## src/sv/hsc_pkg.sv

```systemverilog
// shared types, constants and tables for the hamming secded check codec
`default_nettype none

package hsc_pkg;

  localparam int unsigned DataW       = 64;
  localparam int unsigned CheckW      = 8;
  localparam int unsigned NumBytes    = DataW / 8;
  localparam int unsigned PosW        = 7;
  localparam int unsigned BytesW      = 4;
  localparam int unsigned MaxBytesDef = 8;
  localparam logic [BytesW-1:0] DataBytesRst = 4'd8;

  localparam logic OpEncode = 1'b0;
  localparam logic OpDecode = 1'b1;

  typedef logic [PosW-1:0] pos_t;
  typedef pos_t pos_tab_t [DataW];

  typedef struct packed {
    logic single_corrected;
    logic double_detected;
  } hsc_flags_t;

  // codeword position of each data bit: the non-power-of-two positions in order
  function automatic pos_tab_t build_pos();
    pos_tab_t    tab;
    int unsigned cnt;
    int unsigned pos;
    cnt = 0;
    for (int unsigned i = 0; i < DataW; i++) begin
      tab[i] = '0;
    end
    for (pos = 3; pos < (1 << PosW); pos++) begin
      if ((pos & (pos - 1)) != 0) begin
        if (cnt < DataW) begin
          tab[cnt] = pos_t'(pos);
        end
        cnt++;
      end
    end
    return tab;
  endfunction

  localparam pos_tab_t DataPos = build_pos();

  // check bit count for a byte count of 1..8
  function automatic logic [2:0] check_bit_count(input logic [BytesW-1:0] nb);
    logic [2:0] p;
    if (nb == 4'd1) begin
      p = 3'd4;
    end else if (nb <= 4'd3) begin
      p = 3'd5;
    end else if (nb <= 4'd7) begin
      p = 3'd6;
    end else begin
      p = 3'd7;
    end
    return p;
  endfunction

endpackage

`default_nettype wire

```

## src/sv/hamming_secded_check_codec_unit.sv

```systemverilog
// top level of the hamming secded check codec: stream ports, pipeline registers, config
`default_nettype none

// Extended Hamming (SECDED) encoder and checker over a data word of 1 to 8 bytes.
// Opcode 0 returns the check byte for the word; opcode 1 checks the word against the
// received check byte, corrects a single data bit error and flags single or double
// errors. The block is a two-register pipeline (input register, result register)
// with the whole codec in one combinational pass between them: one word is taken
// every cycle and its result passes through the result register to the output,
// as long as the output side keeps taking results. data_bytes may only be written
// while no word is in flight; values 0 and above MAX_DATA_BYTES are clamped into range.

module hamming_secded_check_codec_unit
  import hsc_pkg::*;
#(
  parameter int unsigned MAX_DATA_BYTES = MaxBytesDef
) (
  input  wire logic                      clk_i,
  input  wire logic                      rst_ni,
  input  wire logic                      cfg_we_i,
  input  wire logic [BytesW-1:0]         cfg_wdata_i,
  input  wire logic                      s_axis_tvalid,
  output      logic                      s_axis_tready,
  // [63:0] data_word, [71:64] check_in
  input  wire logic [DataW+CheckW-1:0]   s_axis_tdata,
  // [0] opcode
  input  wire logic                      s_axis_tuser,
  output      logic                      m_axis_tvalid,
  input  wire logic                      m_axis_tready,
  // [63:0] data_out, [71:64] check_out
  output      logic [DataW+CheckW-1:0]   m_axis_tdata,
  // [0] single_corrected, [1] double_detected
  output      logic [1:0]                m_axis_tuser
);

  logic [BytesW-1:0]  data_bytes_q;
  logic [BytesW-1:0]  nbytes_eff;

  logic               in_vld_q;
  logic               in_op_q;
  logic [DataW-1:0]   in_data_q;
  logic [CheckW-1:0]  in_chk_q;

  logic               out_vld_q;
  logic [DataW-1:0]   out_data_q;
  logic [CheckW-1:0]  out_chk_q;
  hsc_flags_t         out_flags_q;

  logic [DataW-1:0]   core_data;
  logic [CheckW-1:0]  core_chk;
  hsc_flags_t         core_flags;

  logic               adv_out;
  logic               take_in;

  always_ff @(posedge clk_i or negedge rst_ni) begin
    if (!rst_ni) begin
      data_bytes_q <= DataBytesRst;
    end else if (cfg_we_i) begin
      data_bytes_q <= cfg_wdata_i;
    end
  end

  always_comb begin
    if (data_bytes_q == '0) begin
      nbytes_eff = BytesW'(1);
    end else if (data_bytes_q > BytesW'(MAX_DATA_BYTES)) begin
      nbytes_eff = BytesW'(MAX_DATA_BYTES);
    end else begin
      nbytes_eff = data_bytes_q;
    end
  end

  assign adv_out       = !out_vld_q || m_axis_tready;
  assign s_axis_tready = !in_vld_q || adv_out;
  assign take_in       = s_axis_tvalid && s_axis_tready;

  always_ff @(posedge clk_i or negedge rst_ni) begin
    if (!rst_ni) begin
      in_vld_q  <= 1'b0;
      out_vld_q <= 1'b0;
    end else begin
      if (s_axis_tready) begin
        in_vld_q <= s_axis_tvalid;
      end
      if (adv_out) begin
        out_vld_q <= in_vld_q;
      end
    end
  end

  always_ff @(posedge clk_i) begin
    if (take_in) begin
      in_op_q   <= s_axis_tuser;
      in_data_q <= s_axis_tdata[DataW-1:0];
      in_chk_q  <= s_axis_tdata[DataW +: CheckW];
    end
    if (adv_out && in_vld_q) begin
      out_data_q  <= core_data;
      out_chk_q   <= core_chk;
      out_flags_q <= core_flags;
    end
  end

  hsc_core u_core (
    .opcode_i (in_op_q),
    .data_i   (in_data_q),
    .check_i  (in_chk_q),
    .nbytes_i (nbytes_eff),
    .data_o   (core_data),
    .check_o  (core_chk),
    .flags_o  (core_flags)
  );

  assign m_axis_tvalid = out_vld_q;
  assign m_axis_tdata  = {out_chk_q, out_data_q};
  assign m_axis_tuser  = {out_flags_q.double_detected, out_flags_q.single_corrected};

endmodule

`default_nettype wire

```

## src/sv/hsc_core.sv

```systemverilog
// check byte generation, syndrome decode and single bit correction
`default_nettype none

module hsc_core
  import hsc_pkg::*;
(
  input  wire logic                opcode_i,
  input  wire logic [DataW-1:0]    data_i,
  input  wire logic [CheckW-1:0]   check_i,
  input  wire logic [BytesW-1:0]   nbytes_i,
  output      logic [DataW-1:0]    data_o,
  output      logic [CheckW-1:0]   check_o,
  output      hsc_flags_t          flags_o
);

  logic [DataW-1:0]  byte_mask;
  logic [DataW-1:0]  data_m;
  logic [DataW-1:0]  flip;
  logic [2:0]        p;
  pos_t              pmask;
  pos_t              n_plus_p;
  pos_t              chk_full;
  pos_t              chk;
  pos_t              syn;
  logic              ovr;
  logic              fail;
  logic              is_single;
  logic              is_double;
  logic              fix_data;

  always_comb begin
    for (int unsigned b = 0; b < NumBytes; b++) begin
      byte_mask[b*8 +: 8] = ({1'b0, nbytes_i} > 5'(b)) ? 8'hff : 8'h00;
    end
  end

  assign data_m   = data_i & byte_mask;
  assign p        = check_bit_count(nbytes_i);
  assign pmask    = pos_t'((8'd1 << p) - 8'd1);
  assign n_plus_p = pos_t'({nbytes_i, 3'b000}) + pos_t'(p);

  // parity trees, one per position bit
  always_comb begin
    chk_full = '0;
    for (int unsigned k = 0; k < DataW; k++) begin
      chk_full = chk_full ^ (DataPos[k] & {PosW{data_m[k]}});
    end
  end

  assign chk     = chk_full & pmask;
  assign ovr     = (^data_m) ^ (^chk);
  assign check_o = CheckW'(chk) | (CheckW'(ovr) << p);

  assign syn  = (check_i[PosW-1:0] ^ chk) & pmask;
  assign fail = check_i[p] ^ ovr ^ (^syn);

  always_comb begin
    is_single = 1'b0;
    is_double = 1'b0;
    fix_data  = 1'b0;
    if (opcode_i == OpDecode) begin
      if (syn == '0) begin
        is_single = fail;
      end else if (!fail) begin
        is_double = 1'b1;
      end else if (syn > n_plus_p) begin
        // no codeword position at this syndrome
        is_double = 1'b1;
      end else begin
        is_single = 1'b1;
        fix_data  = 1'b1;
      end
    end
  end

  // data positions are never powers of two, so a check bit error flips nothing
  always_comb begin
    for (int unsigned k = 0; k < DataW; k++) begin
      flip[k] = fix_data && (syn == DataPos[k]);
    end
  end

  assign data_o                   = (data_m ^ flip) & byte_mask;
  assign flags_o.single_corrected = is_single;
  assign flags_o.double_detected  = is_double;

endmodule

`default_nettype wire
```

## config.mk

```make
export PLATFORM = sky130hd
export DESIGN_NAME = hamming_secded_check_codec_unit
export DESIGN_NICKNAME = d
export VERILOG_FILES = /design/src/sv/hsc_pkg.sv /design/src/sv/hamming_secded_check_codec_unit.sv /design/src/sv/hsc_core.sv
export SDC_FILE = /design/constraint.sdc
export NUM_CORES = 1
export LEC_CHECK = 0
export ABC_CLOCK_PERIOD_IN_PS = 6400
export BUFFER_PORTS_ARGS = -buffer_cell sky130_fd_sc_hd__buf_2
export CORE_MARGIN = 3
export CORE_UTILIZATION = 57
export CTS_CLUSTER_SIZE = 14
export DETAILED_ROUTE_END_ITERATION = 6
export GPL_TIMING_DRIVEN = 1
export HOLD_SLACK_MARGIN = 0.15
export PLACE_DENSITY_LB_ADDON = 0.05
export SYNTH_ARGS = -nofsm -noshare
export SYNTH_HDL_FRONTEND = slang
export SYNTH_SLANG_ARGS = --single-unit
```

## constraint.sdc

```tcl
create_clock -name clk_i -period 6.4 [get_ports clk_i]
set_input_delay 0.32 -clock clk_i [delete_from_list [all_inputs] [get_ports clk_i]]
set_output_delay 0.32 -clock clk_i [all_outputs]
set_load 0.01 [all_outputs]
```

Word-level counts from Yosys, hierarchy flattened
Cells that the tools add are included.
{ "totals": {"out_inout_bits": 76, "register_bits": 153} }
{ "op_classes": {"reduce_logical": 76, "order_cmp": 13, "bitwise_logic": 74, "eq_ne": 65, "addsub": 2, "n_mux": 22, "shifts": 2} }
{ "op_table": {"columns": ["cell", "count"], "rows": [
  ["7-bit by 6-bit equality test with 1-bit output (second input constant)", 31],
  ["7-bit by 6-bit bitwise XOR with 7-bit output", 31],
  ["64-bit AND", 2],
  ["7-bit by 5-bit equality test with 1-bit output (second input constant)", 15],
  ["7-bit by 5-bit bitwise XOR with 7-bit output", 15],
  ["1-bit logical AND", 66],
  ["8-bit 2-to-1 mux", 8],
  ["64-bit parity", 1],
  ["64-bit bitwise XOR", 1],
  ["7-bit bitwise XOR", 8],
  ["7-bit by 4-bit equality test with 1-bit output (second input constant)", 7],
  ["7-bit equality test (second input constant)", 7],
  ["7-bit by 4-bit bitwise XOR with 7-bit output", 7],
  ["7-bit by 3-bit equality test with 1-bit output (second input constant)", 3],
  ["4-bit by 3-bit > comparator with 1-bit output (second input constant)", 4],
  ["7-bit AND", 2],
  ["7-bit parity", 2],
  ["7-bit by 3-bit bitwise XOR with 7-bit output", 2],
  ["1-bit 2-to-1 mux", 9],
  ["4-bit by 1-bit > comparator with 1-bit output (second input constant)", 2],
  ["4-bit by 2-bit > comparator with 1-bit output (second input constant)", 2],
  ["4-bit 2-to-1 mux", 2],
  ["7-bit by 8-bit OR with 8-bit output", 1],
  ["1-bit by 3-bit << shifter with 8-bit output", 1],
  ["other kinds (20)", 25]
]} }

Logic depth before layout (Yosys ltp)
Gate-level depths: netlist (run 1).
{ "depth": {"depth_word": 80, "depth_mapped": 21, "mapped_depth_nobuf": 18} }

By module
From an unflattened synthesis (run 1), not the netlist that was laid out.
{ "unflattened": {"hier_cells": 804, "hier_area_um2": 9205.1} }
{ "by_module_without_submodules": {"columns": ["mod", "instances", "cells_each", "area_each_um2"], "rows": [
  ["hamming_secded_check_codec_unit", 1, 168, 4679.5],
  ["hsc_core", 1, 636, 4525.6]
]} }

Worst setup path before layout (run 1)
OpenSTA, ideal clock, no wires.
{ "synth_timing": {"path_kind": "register to register", "start": "register data_bytes_q[3]", "end": "register out_data_q[40], data pin", "stages_incl_launch_ff": 20, "period_less_slack_ns": 4.589, "setup_time_ns": 0.147, "setup_slack_ns": 1.811, "t_arrival_ns": 4.443, "path_cell_list": "dfstp_2 > buf_4 > buf_4 > buf_4 > buf_2 > nor2_1 > a22oi_1 > xnor2_1 > xnor2_1 > xnor3_1 > xor2_1 > ha_1 > nor2b_1 > o21ai_0 > o221ai_1 > o221ai_1 > clkbuf_1 > nand3_1 > or4_1 > a21oi_1"} }
{ "synth_via": {"elab_chain_cells": 80, "elab_cells_between_ends": 114, "cone_classes": "add/sub: 2; order compare: 12; eq/ne: 2; shift: 1; mux: 19; bitwise: 72; reduce/logical: 6"} }
{ "synth_lines": {"columns": ["item", "line_no", "source"], "rows": [
  ["start: declaration", "hamming_secded_check_codec_unit.sv:36", "logic [BytesW-1:0] data_bytes_q;"],
  ["start signal: assignment", "hamming_secded_check_codec_unit.sv:58", "data_bytes_q <= DataBytesRst;"],
  ["start signal: assignment", "hamming_secded_check_codec_unit.sv:60", "data_bytes_q <= cfg_wdata_i;"],
  ["4-bit > comparator", "hamming_secded_check_codec_unit.sv:67", "end else if (data_bytes_q > BytesW'(MAX_DATA_BYTES)) begin"],
  ["4-bit 2-to-1 mux", "hamming_secded_check_codec_unit.sv:67", null],
  ["4-bit 2-to-1 mux (*)", "hamming_secded_check_codec_unit.sv:65", "if (data_bytes_q == '0) begin"],
  ["4-bit by 1-bit > comparator with 1-bit output", "hsc_core.sv:33", "byte_mask[b*8 +: 8] = ({1'b0, nbytes_i} > 5'(b)) ? 8'hff : 8'h00;"],
  ["8-bit 2-to-1 mux", "hsc_core.sv:33", null],
  ["64-bit AND", "hsc_core.sv:37", "assign data_m = data_i & byte_mask;"],
  ["2-bit by 3-bit bitwise XOR with 3-bit output", "hsc_core.sv:46", "chk_full = chk_full ^ (DataPos[k] & {PosW{data_m[k]}});"],
  ["7-bit by 3-bit bitwise XOR with 7-bit output (2 in a row)", "hsc_core.sv:46", null],
  ["[64 not listed]", null, null],
  ["1-bit 2-to-1 mux / 1-bit bitwise XOR (equally long branches)", "hsc_core.sv:66, hsc_core.sv:55", null],
  ["1-bit 2-to-1 mux", "hsc_core.sv:64", "end else if (!fail) begin"],
  ["1-bit 2-to-1 mux", "hsc_core.sv:62", "if (syn == '0) begin"],
  ["1-bit 2-to-1 mux", "hsc_core.sv:61", "if (opcode_i == OpDecode) begin"],
  ["1-bit logical AND", "hsc_core.sv:79", "flip[k] = fix_data && (syn == DataPos[k]);"],
  ["64-bit bitwise XOR", "hsc_core.sv:83", "assign data_o = (data_m ^ flip) & byte_mask;"],
  ["64-bit AND (*)", "hsc_core.sv:83", null],
  ["named net core_data[40]", "hamming_secded_check_codec_unit.sv:49", "logic [DataW-1:0] core_data;"],
  ["end signal: assignment", "hamming_secded_check_codec_unit.sv:99", "out_data_q <= core_data;"],
  ["end: declaration", "hamming_secded_check_codec_unit.sv:45", "logic [DataW-1:0] out_data_q;"]
]} }
Mark *: on every way through the listed nets, which the timed path passes. The rest lies on a longest branch. The select of a mux whose other input is x is not followed.
A chain may end at the register's enable or synchronous reset.

Final worst setup path (run 1)
{ "layout_timing": {"start": "register data_bytes_q[1]", "end": "register out_data_q[56], data pin"} }
The elaborated chain is that of the path after synthesis.

==> impl_metrics.ini, run 1 <==
[cts]
postCtsResizedCells = 0
cts_buffers = 17
cts_setup_buffers = 0
hold_buffers = 81
h-tree-depth = 4
clkSlewWorstSetupHoldPaths_ps = 70
cts_buffer_depth = 2
cts_sinks = 153
cts_tree = yes
clk_latency_ps = 440
cts-root-buf = clkbuf_16

[detailed_routing]
post-route-drc-count = 0
drt_iter0_markers = 803
drt_wl_total_um = 27250
route.vias.total = 7352
ant_nets = 0
vias_per_cell = 6.111
routedWlPerCell_um = 22.65
dr.pass1.iters = 5

[sta]
tightest_slew_ps = 1176
period_share_pct = 91.61
maxSlewHeadroom_pct = 21.39
min_period_ps = 5863
rsz0062_at_grt = no
max_freq_mhz = 170.6
skew_ps = 13.61
report.final.setup_viol = 0
tns_ps = 0
final_hold_viol_count = 0
final_max_slew_viol_count = 0

[synth]
synthAdderAreaFrac_pct = 1.617
synth-edff-count = 147
ys.flop_type = edfxtp_1
synth_top_family_by_area = XOR/XNOR gates
syn_avg_cell_area_um2 = 11.78
synth_nets = 854
synthCells = 762
syn_area_um2 = 8975
synth-seq-area-share_pct = 50.87
synth-simple-area-share_pct = 11.10
synth_cell_type_count = 60
ys_ff_latch = 153
yosysWarnings = 0
synth_compound_area_share_pct = 13.33
synth_xor_area_share_pct = 18.88
synth.area.mux_share_pct = 0.6971
async_flop_share_pct = 3.922

[die]
initial_utilization_pct = 58.60
design.core.area_um2 = 15310
std_cell_rows = 45
die-width_um = 131.5
pin_count = 158
die_h_um = 131.5
die_area_um2 = 17290

[final_layout]
diodes = 0
area_delta_synth_final_pct = 26.04
stdcell_area_um2 = 11310
final_cell_mix = 157 x buf_2, 147 x edfxtp_1, 97 x xnor2_1
fillers = 1064
final_common_cell = buf_2
drive_gt1_share_pct = 22.28
postLayoutCoreUtil_pct = 73.86
stdcell_count = 1203
final_nets = 1071

[grt]
grt_max_degree = 75
grt_pass1_wl_um = 42040
antenna_found_initial = 0
grt_pass1_vias = 7333
grt_overflow_total = 0
grtUsageTotal_pct = 31.66

[worst_setup_path]
required_ps = 6660
critPathTopFamily = XOR/XNOR gates
worst_path_most_repeated_cell = xnor2_1
crit_slowest_cell = dfrtp_1
timing.critical_path.buf_inv = 2
cp-start-kind = flip-flop
critPathKind = flip-flop to flip-flop
crit_arrival_ps = 6130
path_cells = buf_4 -> a21o_1 -> a22oi_2 -> xnor3_1 -> xnor3_1 -> xnor2_1 -> xnor2_2 -> xnor2_1 -> nand2_1 -> ha_1 -> xnor2_1 -> xnor2_1 -> xnor3_1 -> xnor3_2 -> buf_12 -> or4_1 -> a21oi_1
end_kind = flip-flop
cp_max_fo = 64
slowest_delay_ps = 910

[power_and_ir_drop]
vdd_drop_max_mv = 0.9117
leakage_nw = 4.255
p_total_mw = 6.322
power_density_nw_per_um2 = 558.9

[place]
place.gp.congestion = 0.9158
dp.cells = 1090
port_buffers = 157
dp_hpwl_um = 17860
dpl-instance-area_um2 = 9907

[job]
drv_cap = 0

[worst_hold_path]
worstHoldPathType = primary input to flip-flop

[status]
status = finished clean
==> metal layers <==
metal / vias up / track usage [%] / part of all wire, %
met5: - / 0 / 0
met4: 0 / 11.14 / 2.9
met3: 63 / 7.580 / 8.6
met2: 408 / 52.26 / 49
met1: 3550 / 41.09 / 39
li1: 3331 / - / -
==> sequential cells by signal (all words and copies together) (netlist names) <==
name	count
out_chk_q	8
out_data_q	64
in_chk_q	8
in_op_q	1
in_vld_q	1
data_bytes_q	4
m_axis_tvalid	1
m_axis_tuser	2
in_data_q	64
==> where the power goes <==
| part | leakage (nW) | switching, mW | internal [mW] |
|---|---|---|---|
| clock network | 0.293 | 0.482 | 0.528 |
| logic | 2.47 | 2.65 | 1.29 |
| registers | 1.49 | 0.0887 | 1.29 |
==> area by class of cell <==
class	instances	area, um^2	share of cell area [%]
Clock buffer	17	425.4	3.761
Inverter	15	56.30	0.4977
Clock inverter	15	168.9	1.493
Tap cell	211	264.0	2.334
Sequential cell	153	4566	40.36
Timing Repair Buffer	253	1734	15.33
Multi-Input combinational cell	539	4098	36.22
==> worst paths after layout <==
check	end	cells after the start	from	slack (ps)
setup / recovery	out_data_q[56]	17	data_bytes_q[1]	540
hold / removal	m_axis_tvalid	3	m_axis_tready	180
setup reg to reg	out_data_q[56]	17	data_bytes_q[1]	540
hold reg to reg	m_axis_tvalid	1	in_vld_q	490
max in group asynchronous	data_bytes_q[3]	2	rst_ni	5920
min in group asynchronous	data_bytes_q[0]	2	rst_ni	250
==> worst min-delay path: cells and delay by family <==
kind                   cells  cell delay, ps
and+or+nand+nor            2             160
buffers and inverters      1              80
==> cells in the mapped netlist, types with 3 or more instances <==
| cell type | count | share of area [%] |
|---|---|---|
| a22oi_1 | 7 | 0.59 |
| nor3_1 | 11 | 0.61 |
| edfxtp_1 | 147 | 49 |
| or4_1 | 56 | 4.7 |
| and2_1 | 4 | 0.28 |
| o21ai_0 | 22 | 1.2 |
| o221ai_1 | 9 | 0.88 |
| nand3b_1 | 3 | 0.25 |
| nand3_1 | 22 | 1.2 |
| clkbuf_1 | 28 | 1.2 |
| xnor2_1 | 97 | 9.5 |
| or3_1 | 3 | 0.21 |
| o211ai_1 | 3 | 0.25 |
| buf_2 | 18 | 1.0 |
| o31ai_1 | 56 | 4.7 |
| nand2_1 | 20 | 0.84 |
| nor2_1 | 43 | 1.8 |
| buf_1 | 3 | 0.13 |
| xor3_1 | 3 | 0.79 |
| a21oi_1 | 64 | 3.6 |
| mux2i_1 | 4 | 0.45 |
| ha_1 | 10 | 1.4 |
| nand2b_1 | 4 | 0.28 |
| o311ai_1 | 3 | 0.29 |
| buf_4 | 4 | 0.33 |
| xnor3_1 | 15 | 3.8 |
| dfrtp_1 | 5 | 1.4 |
| inv_1 | 13 | 0.54 |
| xor2_1 | 42 | 4.1 |
==> through the flow <==
| stage | setup WS (ps) | hold WS (ps) |
|---|---|---|
| global placement | 765.5 | 146.5 |
| global route | 276.5 | 200.1 |
| floorplan | 1811 | 24.41 |
| detailed placement | 689.7 | 152.5 |
| CTS | 638.4 | 164.4 |
| finish | 536.8 | 178.7 |
==> kinds of logic after synthesis <==
| logic type | Yosys count |
|---|---|
| simple gates | 177 |
| fa+ha+maj | 12 |
| xor+xnor | 160 |
| buf+inv | 70 |
| mux | 6 |
| flops | 153 |
| compound gates | 184 |
No activity file was read; power rests on OpenSTA's default activity.
==> run 2: changes to the inputs <==
SYNTH_HIERARCHICAL = 1   (was default)
==> run 2 against run 1 <==
  * Clock power shrank 8%
  * Die area increased by 2.4%
  * Design area grew 1.7%
  * Register-to-register slack lost 30 ps
  * Sequential power about the same
  * Global-route usage is 2.0 points lower
  * Clock skew up 2.0 ps
==> impl_metrics.ini, run 2 <==
[status]
status = finished clean

[detailed_routing]
wl_met2_um = 12780
route.vias.total = 7372
drt_wl_total_um = 26230
routedWlPerCell_um = 21.02
drt-met1-wl_um = 10220
wl_met3_um = 2368
dr.pass1.iters = 6
post-route-drc-count = 0
top_layer = met4
vias_per_cell = 5.907
drt_iter0_markers = 825
ant_nets = 0

[sta]
holdWs_ps = 171.6
maxSlewHeadroom_pct = 33.66
tightest_slew_ps = 995.1
period_share_pct = 92.13
max_freq_mhz = 169.6
final_max_slew_viol_count = 0
min_period_ps = 5896
tns_ps = 0
rsz0062_at_grt = no
final_hold_viol_count = 0
skew_ps = 15.58
report.final.setup_viol = 0

[worst_hold_path]
holdPathStages = 3
worstHoldPathType = primary input to flip-flop

[synth]
ys_ff_latch = 153
synth_top_area_cell = edfxtp_1
yosysMostFrequentCell = edfxtp_1
synth_area_leaders = edfxtp_1 48%, xnor2_1 8.8%, xnor3_1 3.7%
synth-seq-area-share_pct = 49.60
synth-edff-count = 147
synth_nets = 901
synth_cell_type_count = 70
async_flop_share_pct = 3.922
syn_area_um2 = 9205
synth_top_area_share_pct = 47.95
syn_avg_cell_area_um2 = 11.45
yosysWarnings = 6
synthCells = 804
synth_common_cells = 147 x edfxtp_1, 93 x xnor2_1, 50 x a21oi_1, 50 x o21ai_0, 42 x nor2_1
ys.flop_type = edfxtp_1

[final_layout]
reg_top3 = in_data_q (64), out_data_q (64)
regArea_um2 = 4566
final_nets = 1121
drive_gt1_share_pct = 22.85
stdcell_count = 1248
area_delta_synth_final_pct = 25.01
stdcell_area_um2 = 11510
multi_input_area_um2 = 4328
final_common_cell = buf_2
postLayoutCoreUtil_pct = 74.32
diodes = 0
fillers = 1075
final_cell_mix = 157 x buf_2, 147 x edfxtp_1, 93 x xnor2_1

[worst_setup_path]
cp_max_fo = 30
crit_cells = 19
crit_arrival_ps = 6150
critPathKind = flip-flop to flip-flop
timing.critical_path.buf_inv = 2
reg2reg_depth = 19
worst_path_most_repeated_cell = xnor2_1
path_cells = nor2b_1 -> buf_4 -> a21oi_1 -> buf_4 -> nor2_1 -> xnor2_1 -> xnor2_1 -> xnor3_1 -> xnor3_1 -> xor2_1 -> ha_1 -> xor2_1 -> xnor2_1 -> xnor2_1 -> xnor2_1 -> xor2_1 -> or3_4 -> or3_1 -> a21oi_1
required_ps = 6650
end_kind = flip-flop
critPathTopFamily = XOR/XNOR gates
slowest_delay_ps = 670
cp-start-kind = flip-flop
crit_slowest_cell = dfstp_2

[power_and_ir_drop]
leakage_nw = 4.417
power_density_nw_per_um2 = 522.6
vdd_drop_max_mv = 0.7172

[cts]
cts-root-buf = clkbuf_16
cts_sinks = 153
cts_buffers = 17
postCtsResizedCells = 0
h-tree-depth = 4
clk_latency_ps = 430
cts_tree = yes
cts_buffer_depth = 2
clkSlewWorstSetupHoldPaths_ps = 60

[die]
die-width_um = 133.1
initial_utilization_pct = 59.45
die_area_um2 = 17710
pin_count = 158
std_cell_rows = 45
design.core.area_um2 = 15480
die_h_um = 133.1

[place]
dpl-instance-area_um2 = 10170
place.gp.congestion = 0.9717
dp_hpwl_um = 18010
port_buffers = 157
dp.cells = 1136

[grt]
grt_pass1_vias = 7218
grt_pass1_wl_um = 39790
antenna_found_initial = 0
grtUsageTotal_pct = 29.66
grt_overflow_total = 0
grt_max_degree = 75

[job]
drv_cap = 0
## run 2: cell type report
| type | count | area share, % |
|---|---|---|
| sequential | 153 | 39.68 |
| multi-input combinational | 575 | 37.61 |
| timing repair buffer | 253 | 14.92 |
| clock buffer | 21 | 3.827 |
| tap | 211 | 2.294 |
| clock inverter | 11 | 0.8916 |
| inverter | 24 | 0.7829 |
## run 2: worst paths after layout
kind / startpoint / end / slack [ps]
setup / recovery: data_bytes_q[3] / out_data_q[51] / 500
hold / removal: m_axis_tready / m_axis_tvalid / 170
setup reg to reg: data_bytes_q[3] / out_data_q[51] / 500
hold reg to reg: in_vld_q / m_axis_tvalid / 500
max in group asynchronous: rst_ni / data_bytes_q[3] / 5890
min in group asynchronous: rst_ni / in_vld_q / 280
## run 2: cell families (layout without fill, tap and decap cells)
kind of cell | count (synthesis) | in the layout | share of synthesized area (%)
compound gates | 197 | 197 | 13.93
xor+xnor | 154 | 154 | 18.28
fa+ha+maj | 16 | 16 | 2.148
buf+inv | 76 | 309 | 3.507
flops | 153 | 153 | 49.60
mux | 12 | 12 | 1.400
simple gates | 196 | 196 | 11.13
## run 2: per-stage QoR
| stage | total power, mW | setup WS (ps) |
|---|---|---|
| 3_5_place_dp | 4.994 | 557.3 |
| 6_report | 6.013 | 503.8 |
| 3_3_place_gp | 4.942 | 700.7 |
| 5_1_grt | 6.294 | 132.3 |
| 4_1_cts | 5.969 | 509.7 |
| 2_1_floorplan | 4.228 | 1233 |
## run 2: where the power goes
part | switching, mW | internal, mW | leakage (nW) | total, mW
combinational | 2.33 | 1.37 | 2.66 | 3.70
clock | 0.396 | 0.535 | 0.257 | 0.931
sequential | 0.0728 | 1.31 | 1.50 | 1.38
total | 2.80 | 3.21 | 4.42 | 6.01
## run 2: metal layers
layer	GRT usage [%]	vias to the layer above
met4	12.70	0
met2	48.45	394
li1	-	3368
met5	0	-
met1	37.47	3553
met3	7.871	57
## run 2: what timing repair did
action	in CTS	in global routing
endpoints found under the setup margin	0	2
hold buffers	79	0
hold endpoints to repair	84	0
buffers inserted	0	1
## run 2: worst min-delay path, delay by kind of cell
kind	cells	cell delay [ps]
and+or+nand+nor	2	160
buffers and inverters	1	80
==> run 3: changes to the inputs <==
ABC_CLOCK_PERIOD_IN_PS = 6600   (was 6400)
clock period = 6.6 ns   (was 6.4 ns; I/O delays follow)
==> run 3 against run 2 <==
  * Non-clock buffer count decreased by 3
  * Register-to-register slack better by 30 ps
  * Power shrank 1.4%
  * Combinational power is 4% lower
==> impl_metrics.ini, run 3 (same netlist as run 2, synthesis figures left out) <==
[status]
status = finished clean

[place]
place.gp.congestion = 0.9405
dp.cells = 1134
dp_hpwl_um = 17690
port_buffers = 157
dpl-instance-area_um2 = 10140
placement.setup.worst_slack_ps = 424.8

[grt]
grt_max_degree = 75
grtUsageTotal_pct = 29.66
grt_pass1_wl_um = 40090
antenna_found_initial = 0
grt_pass1_vias = 7147
grt_overflow_total = 0

[die]
die-width_um = 133.1
die_h_um = 133.1
pin_count = 158
initial_utilization_pct = 59.45
die_area_um2 = 17710
std_cell_rows = 45
design.core.area_um2 = 15480

[detailed_routing]
post-route-drc-count = 0
drt_wl_total_um = 25900
routedWlPerCell_um = 20.80
route.vias.total = 7228
ant_nets = 0
dr.pass1.iters = 6
vias_per_cell = 5.806
drt_iter0_markers = 767

[final_layout]
diodes = 0
regArea_um2 = 4566
final_nets = 1118
area_delta_synth_final_pct = 25.46
drive_gt1_share_pct = 22.53
final_cell_mix = 157 x buf_2, 147 x edfxtp_1, 93 x xnor2_1
final_common_cell = buf_2
fillers = 1049
stdcell_area_um2 = 11550
reg_top3 = in_data_q (64), out_data_q (64)
stdcell_count = 1245
multi_input_area_um2 = 4335

[cts]
cts_setup_buffers = 0
cts_sinks = 153
cts_buffers = 17
cts-root-buf = clkbuf_16
cts_tree = yes
clkSlewWorstSetupHoldPaths_ps = 60
clk_latency_ps = 430
h-tree-depth = 4
cts_buffer_depth = 2

[worst_setup_path]
required_ps = 6870
crit_arrival_ps = 6340
path_cells = nor2b_2 -> buf_4 -> buf_4 -> a211oi_4 -> nor2_1 -> xor2_1 -> xnor2_1 -> xnor2_1 -> xnor3_1 -> xor2_1 -> ha_1 -> xor2_1 -> xnor2_1 -> xnor2_1 -> xnor2_1 -> xnor2_1 -> nand4b_1 -> or3_1 -> a21oi_1
critPathKind = flip-flop to flip-flop
worst_path_most_repeated_cell = xnor2_1
r2r_end = out_data_q[58]
crit_slowest_cell = dfstp_2
reg2reg_depth = 19
cp_max_fo = 19
r2r_start = data_bytes_q[3]
r2r_slack_ps = 530
cp-start-kind = flip-flop
end_kind = flip-flop
slowest_delay_ps = 660

[worst_hold_path]
holdPathStages = 3
worstHoldPathType = primary input to flip-flop
hp-start = m_axis_tready
hold_end = m_axis_tvalid

[power_and_ir_drop]
power_density_nw_per_um2 = 513.5
swShare_pct = 45.76
power.switching_mw = 2.714
vdd_drop_max_mv = 0.7162
leakage_nw = 4.436
seq_power_share_pct = 22.6
pwr-share-comb_pct = 60.0
internal-power_mw = 3.216
pwr-share-clk_pct = 17.4
p_total_mw = 5.930

[sta]
rsz0062_at_grt = no
tns_ps = 0
maxSlewHeadroom_pct = 31.54
min_period_ps = 6066
final_hold_viol_count = 0
tightest_slew_ps = 1027
final_max_slew_viol_count = 0
skew_ps = 9.840
worst_slack_ps = 534.2
report.final.setup_viol = 0
max_freq_mhz = 164.9
period_share_pct = 91.91

[job]
drv_cap = 0
-- run 3: cell types whose count changed in the layout (fill, tap and decap cells not counted), moves of 2 or more --
cell,before,now
bufinv_16,1,4
buf_4,16,14
clkinvlp_4,3,1
clkinv_2,3,1
-- run 3: layout make-up --
cell class	count	share of cell area (%)
Sequential cell	153	39.53
Multi-Input combinational cell	575	37.54
Timing Repair Buffer	250	14.56
Clock buffer	22	3.846
Tap cell	211	2.286
Clock inverter	10	1.452
Inverter	24	0.7801
-- run 3: layer usage --
layer / wire length (um) / vias up / track usage, %
li1: - / 3365 / -
met1: 10570 / 3441 / 39.48
met2: 12520 / 363 / 48.28
met3: 1904 / 59 / 5.779
met4: 900 / 0 / 11.55
met5: 0 / - / 0
-- run 3: timing repair --
| item | 4_1_cts | 5_1_grt |
|---|---|---|
| endpoints found under the hold margin | 84 | 0 |
| resized for setup | 0 | 1 |
| setup endpoints to repair | 0 | 8 |
| hold buffers | 79 | 0 |
-- run 3: power groups by stage --
stage / Clock, mW / Sequential, mW / Combinational (mW)
floorplan: 0 / 1.39 / 2.71
global placement: 0 / 1.36 / 3.43
detailed placement: 0 / 1.36 / 3.49
CTS: 1.04 / 1.34 / 3.54
global route: 1.08 / 1.35 / 3.75
finish: 1.03 / 1.34 / 3.56
-- run 3: through the flow --
step                      utilization (%)  hold WS (ps)
final                               74.59         184.3
after global routing                74.59         187.9
after CTS                           74.54         164.0
after detailed placement            65.48         169.0
after global placement              65.48         167.4
after floorplan                         -         34.41
-- run 3: how the worst max path moves through the flow --
stage                          from        endpoint  slack (ps)
detailed placement  data_bytes_q[3]  out_data_q[60]         420
global placement    data_bytes_q[3]  out_data_q[60]         660
global route        data_bytes_q[3]  out_data_q[58]         120
CTS                 data_bytes_q[3]  out_data_q[60]         390
finish              data_bytes_q[3]  out_data_q[58]         530
floorplan           data_bytes_q[3]  out_data_q[49]        1430
-- run 3: worst max-delay path, delay by kind of cell, from the launching register on --
kind	cells	cell delay (ps)
buffers and inverters	2	400
adder cells (fa/ha/maj)	1	320
AO/OA/AOI/OAI	2	770
XOR/XNOR	10	2450
AND/OR/NAND/NOR	4	1270
flip-flops	1	660
